==> config.mk <==
export PLATFORM = sky130hd
export DESIGN_NAME = ssdf_front
export DESIGN_NICKNAME = d
export VERILOG_FILES = /design/src/hdl/suspension_spring_damper_force_defines.svh /design/src/hdl/ssdf_pkg.sv /design/src/hdl/ssdf_front.sv
export SDC_FILE = /design/constraint.sdc
export NUM_CORES = 1
export LEC_CHECK = 0
export ABC_AREA = 0
export BUFFER_PORTS_ARGS = -buffer_cell sky130_fd_sc_hd__buf_2
export CAP_MARGIN = 15
export CORE_MARGIN = 4
export CORE_UTILIZATION = 25
export CTS_CLUSTER_DIAMETER = 50
export CTS_CLUSTER_SIZE = 30
export DETAILED_ROUTE_END_ITERATION = 10
export PLACE_DENSITY = 0.48
export SYNTH_ARGS = -nofsm -noshare
export SYNTH_HDL_FRONTEND = slang
export SYNTH_SLANG_ARGS = --single-unit
export TNS_END_PERCENT = 50
==> constraint.sdc <==
create_clock -name clk_i -period 12.89 [get_ports clk_i]
set_input_delay 2.578 -clock clk_i [delete_from_list [all_inputs] [get_ports clk_i]]
set_output_delay 2.578 -clock clk_i [all_outputs]
set_load 0.1 [all_outputs]
==> src/hdl/suspension_spring_damper_force_defines.svh <==
// Assertion macros shared by the suspension force design.
`ifndef SUSPENSION_SPRING_DAMPER_FORCE_DEFINES_SVH
`define SUSPENSION_SPRING_DAMPER_FORCE_DEFINES_SVH

// Asserts that a condition implies another condition at the same clock edge.
`define SSDF_ASSERT_IMP(label, clk, rst_n, cond, prop) \
  label: assert property (@(posedge clk) disable iff (!rst_n) (cond) |-> (prop)) \
    else $error("assertion failed");

// Asserts that a condition implies another condition at the next clock edge.
`define SSDF_ASSERT_NXT(label, clk, rst_n, cond, prop) \
  label: assert property (@(posedge clk) disable iff (!rst_n) (cond) |=> (prop)) \
    else $error("assertion failed");

`endif

==> src/hdl/ssdf_pkg.sv <==
package ssdf_pkg;

  localparam int unsigned ValueWidthDef = 32;
  localparam int unsigned CoordWidth    = 32;
  localparam int unsigned LenWidth      = 31;
  localparam int unsigned DtWidth       = 16;
  localparam int unsigned CfgIdxWidth   = 3;

  // Configuration register indexes.
  localparam logic [CfgIdxWidth-1:0] RegStiffness  = 3'd0;
  localparam logic [CfgIdxWidth-1:0] RegDampComp   = 3'd1;
  localparam logic [CfgIdxWidth-1:0] RegDampReb    = 3'd2;
  localparam logic [CfgIdxWidth-1:0] RegLengthMin  = 3'd3;
  localparam logic [CfgIdxWidth-1:0] RegLengthMax  = 3'd4;

  // Item passed from the front part to the back part through the queue.
  typedef struct packed {
    logic [32:0] dx;
    logic [32:0] dy;
    logic [32:0] dz;
    logic [15:0] dt;
    logic [31:0] anti_roll;
  } ssdf_item_t;

endpackage

==> src/hdl/ssdf_front.sv <==
module ssdf_front import ssdf_pkg::*; (
  input  logic              clk_i,
  input  logic              rst_ni,
  input  logic              valid_i,
  output logic              ready_o,
  input  logic [31:0]       mount_x_i,
  input  logic [31:0]       mount_y_i,
  input  logic [31:0]       mount_z_i,
  input  logic [31:0]       wheel_x_i,
  input  logic [31:0]       wheel_y_i,
  input  logic [31:0]       wheel_z_i,
  input  logic [15:0]       time_step_i,
  input  logic [31:0]       anti_roll_force_i,
  output logic              q_valid_o,
  input  logic              q_ready_i,
  output ssdf_item_t        q_item_o
);

  // Two-entry queue between front and back parts.
  ssdf_item_t mem_q [2];
  logic       wp_q, rp_q, wp_d, rp_d;
  logic [1:0] cnt_q, cnt_d;
  ssdf_item_t item;
  logic       push, pop;

  function automatic logic [32:0] absdiff(input logic [31:0] a, input logic [31:0] b);
    logic signed [32:0] d;
    d = $signed({a[31], a}) - $signed({b[31], b});
    return d[32] ? 33'(-d) : d;
  endfunction

  // Build the item: absolute differences, clean frame time and anti-roll.
  always_comb begin
    item.dx = absdiff(wheel_x_i, mount_x_i);
    item.dy = absdiff(wheel_y_i, mount_y_i);
    item.dz = absdiff(wheel_z_i, mount_z_i);
    item.dt = (time_step_i == '0) ? 16'd1 : time_step_i;
    item.anti_roll = anti_roll_force_i[31] ? 32'd0 : anti_roll_force_i;
  end

  assign ready_o   = (cnt_q != 2'd2);
  assign push      = valid_i && ready_o;
  assign q_valid_o = (cnt_q != 2'd0);
  assign pop       = q_valid_o && q_ready_i;
  assign q_item_o  = mem_q[rp_q];

  always_comb begin
    wp_d  = push ? ~wp_q : wp_q;
    rp_d  = pop ? ~rp_q : rp_q;
    cnt_d = cnt_q + {1'b0, push} - {1'b0, pop};
  end

  always_ff @(posedge clk_i or negedge rst_ni) begin
    if (!rst_ni) begin
      wp_q  <= 1'b0;
      rp_q  <= 1'b0;
      cnt_q <= 2'd0;
    end else begin
      wp_q  <= wp_d;
      rp_q  <= rp_d;
      cnt_q <= cnt_d;
    end
  end

  always_ff @(posedge clk_i) begin
    if (push) begin
      mem_q[wp_q] <= item;
    end
  end

endmodule

==> out/qor.yml <==
global_route:
  grt_max_degree: 65
  antenna_found_initial: 3
  grt_pass1_wl_um: 85400
  first_global_vias: 15500
  grt-ovfl-total: 0
  track_usage: 0.132
drt:
  vias_per_cell: 4.72
  dr.pass1.iters: 5
  dr_total_vias: 14900
  drc: 0
  highest_layer: "met5"
  drt-met1-wl_um: 22800
  dr_wl_met3_um: 3680
  ant_nets: 0
  wire_per_inst_um: 17.7
  drt_iter0_drc: 621
  drt-total-wl_um: 55800
  dr_wl_met2_um: 27800
timing:
  period_minus_slack_ns: 5.88
  fmax_ghz: 0.170
  hold_viol: 0
  worst_slew_pin_slew_ns: 0.993
  period_share: 0.457
  slew_violations: 0
  setup_viol: 0
  rsz0062_at_grt: "no"
  slew_headroom: 0.338
  fin_skew_ns: 0.0269
  setup_tns_ns: 0
layout:
  postLayoutCoreUtil: 0.316
  nNetsFinal: 2481
  nFillCells: 7868
  drive_gt1_frac: 0.315
  fin_area_um2: 24000
  fin_cells: 3157
  synthToLayoutAreaGrowth_pct: 25.4
  antennaDiodeCount: 0
clock_network:
  cts_setup_buffers: 0
  htreeDepth: 2
  cts.sinks: 296
  path_clk_slew_ns: 0.06
  cts.repair.resized: 0
  clk_latency_ns: 0.60
  clockBufferDepth: 3
  cts_root_buffer: "clkbuf_16"
  cts_tree: "done"
  ctsHoldBuffers: 0
  cts_buffers: 55
floorplanning:
  die-area_um2: 80900
  dieWidth_um: 284
  core_area_um2: 75800
  die_h_um: 284
  row_count: 101
  ios: 393
  start_util: 0.252
yosys:
  ys.flop_type: "edfxtp_1"
  syn_inst: 1748
  syn_nets: 2096
  ys_async_sr_fraction: 0.0135
  synth_top_family_by_area: "compound AO/OA/AOI/OAI gates"
  synth_compound_area_frac: 0.141
  synth_xor_area_frac: 0.0738
  yosys_warnings: 0
  synthMuxAreaShare: 0.0888
  synthSimpleGateAreaFrac: 0.124
  synth_edf_count: 292
  synth-seq-cells: 296
  synth.distinct_cells: 91
  yosys.area_share.adder: 0.0693
  ys_seq_area_frac: 0.464
  synth_area_um2: 19100
  avgSynthCellArea_um2: 10.9
placement:
  place.gp.congestion: 0.884
  post-dp-hpwl_um: 42400
  dp_cells: 3054
  place_area_um2: 22100
  io_buffer_count: 391
worst_setup_path:
  arrival_ns: 6.22
  regToRegSetupSlack_ns: 10.39
  cp_cell_sequence: "buf_2 -> ha_1 -> fa_1 -> nand2b_1 -> a21o_1 -> a211oi_1 -> o21ai_0 -> a222oi_1 -> and4_1 -> nand2_1 -> or3_1 -> o41ai_2 -> xnor2_1"
  crit_required_ns: 13.23
  critPathMaxFanout: 5
  crit_type: "primary input to flop"
  slowest_delay_ns: 0.52
  cp-end-kind: "flop"
  start_kind: "primary input"
  cpMaxStageDelayCell: "a222oi_1"
power_and_ir_drop:
  p_leak_nw: 9.56
  power_mw: 6.09
  irDropWorstVdd_v: 0.000155
  power_density_nw_per_um2: 254
status:
  outcome: "complete, no violations"
worst_hold_path:
  hold_path.class: "flop to flop"
run:
  cap_violations: 0
-- critical path, delay by kind of cell --
family,cells,cell delay (ns)
AOI/OAI and AO/OA,5,1.60
xor gates and xnor gates,1,0.13
adders and majority gates,2,0.60
buffers and inverters,1,0.10
and+or+nand+nor,4,1.19
-- flip-flops by register name, summed over array words and instances (netlist names) --
| signal | cells |
|---|---|
| cnt_q | 2 |
| mem_q | 292 |
| rp_q | 1 |
| wp_q | 1 |
-- cell usage after synthesis, types with 8 or more instances --
library cell / instances / share of area
clkbuf_1: 66 / 0.013
o21ai_0: 85 / 0.022
nand2b_1: 14 / 0.0046
nor3_1: 28 / 0.0073
nor4_1: 12 / 0.0039
a211oi_1: 15 / 0.0059
a211o_1: 10 / 0.0046
a21o_1: 44 / 0.017
nor2_1: 91 / 0.018
a21oi_1: 102 / 0.027
o21a_1: 12 / 0.0047
nor2b_1: 39 / 0.013
or3_1: 22 / 0.0072
a31oi_1: 18 / 0.0059
and2_1: 28 / 0.0092
ha_1: 101 / 0.066
xor2_1: 52 / 0.024
nand3_1: 26 / 0.0068
o21bai_1: 12 / 0.0047
nand2_1: 98 / 0.019
edfxtp_1: 292 / 0.46
or2_2: 9 / 0.0029
nand4_1: 26 / 0.0085
inv_1: 113 / 0.022
and4_1: 8 / 0.0037
o211ai_1: 10 / 0.0039
mux2_2: 147 / 0.087
xnor2_1: 109 / 0.050
and3_1: 13 / 0.0043
o31ai_1: 12 / 0.0047
-- layout make-up --
cell class,instances,area (um2),area share
sequential,296,8870,0.370
clock buffer,57,1380,0.0578
clock inverter,46,498,0.0208
timing repair buffer,402,2040,0.0851
tap,978,1220,0.0511
multi-input combinational,1265,9520,0.397
inverter,113,424,0.0177
-- report_power, final --
group / internal [mW] / switching, mW / total (mW)
logic: 0.646 / 2.50 / 3.15
registers: 1.41 / 0.0736 / 1.49
clock network: 0.891 / 0.556 / 1.45
total: 2.95 / 3.13 / 6.09
-- layer usage --
metal	global-route usage	up-vias
met1	0.156	7122
met3	0.0387	95
met4	0.0386	4
met5	0	-
met2	0.234	362
li1	-	7303
-- cells by family (layout without fill, tap and decap cells) --
group,Yosys count,after routing
adder cells (fa/ha/maj),104,104
AND/OR/NAND/NOR,448,448
other,1,1
multiplexers,151,151
buffers and inverters,187,618
XOR/XNOR,161,161
AO/OA/AOI/OAI,400,400
flip-flops,296,296
-- through the flow --
step           setup slack, ns  hold WS [ns]
6_report                  7.01         0.537
5_1_grt                   6.67         0.557
4_1_cts                   7.04         0.542
3_5_place_dp              6.40         0.529
3_3_place_gp              6.51         0.504
2_1_floorplan             3.44         0.461
-- final timing paths --
kind,start,end,cells after the start
max,mount_x_i[0],mem_q[1][144]$_DFFE_PP_,13
min,cnt_q[0]$_DFF_PN0_,cnt_q[0]$_DFF_PN0_,1
max reg2reg,cnt_q[1]$_DFF_PN0_,mem_q[0][59]$_DFFE_PP_,5
min reg2reg,cnt_q[0]$_DFF_PN0_,cnt_q[0]$_DFF_PN0_,1
max in group asynchronous,rst_ni,rp_q$_DFFE_PN0P_,1
min in group asynchronous,rst_ni,wp_q$_DFFE_PN0P_,1
-- cells in the final DEF (no fill, tap or decap), drive strengths merged, types with 9 or more instances in the layout --
master / netlist / final
a211o: 10 / 10
a211oi: 15 / 15
a21o: 44 / 44
a21oi: 105 / 105
a31oi: 18 / 18
and2: 29 / 29
and3: 14 / 14
buf: 8 / 402
clkbuf: 66 / 57
clkinv: 0 / 18
edfxtp: 292 / 292
ha: 101 / 101
inv: 113 / 134
mux2: 147 / 147
nand2: 98 / 98
nand2b: 14 / 14
nand3: 27 / 27
nand4: 26 / 26
nor2: 91 / 91
nor2b: 39 / 39
nor3: 31 / 31
nor4: 12 / 12
o211ai: 11 / 11
o21a: 12 / 12
o21ai: 91 / 91
o21bai: 12 / 12
o31ai: 14 / 14
or2: 9 / 9
or3: 25 / 25
xnor2: 109 / 109
xor2: 52 / 52
Power figures use the tool's default switching activity.
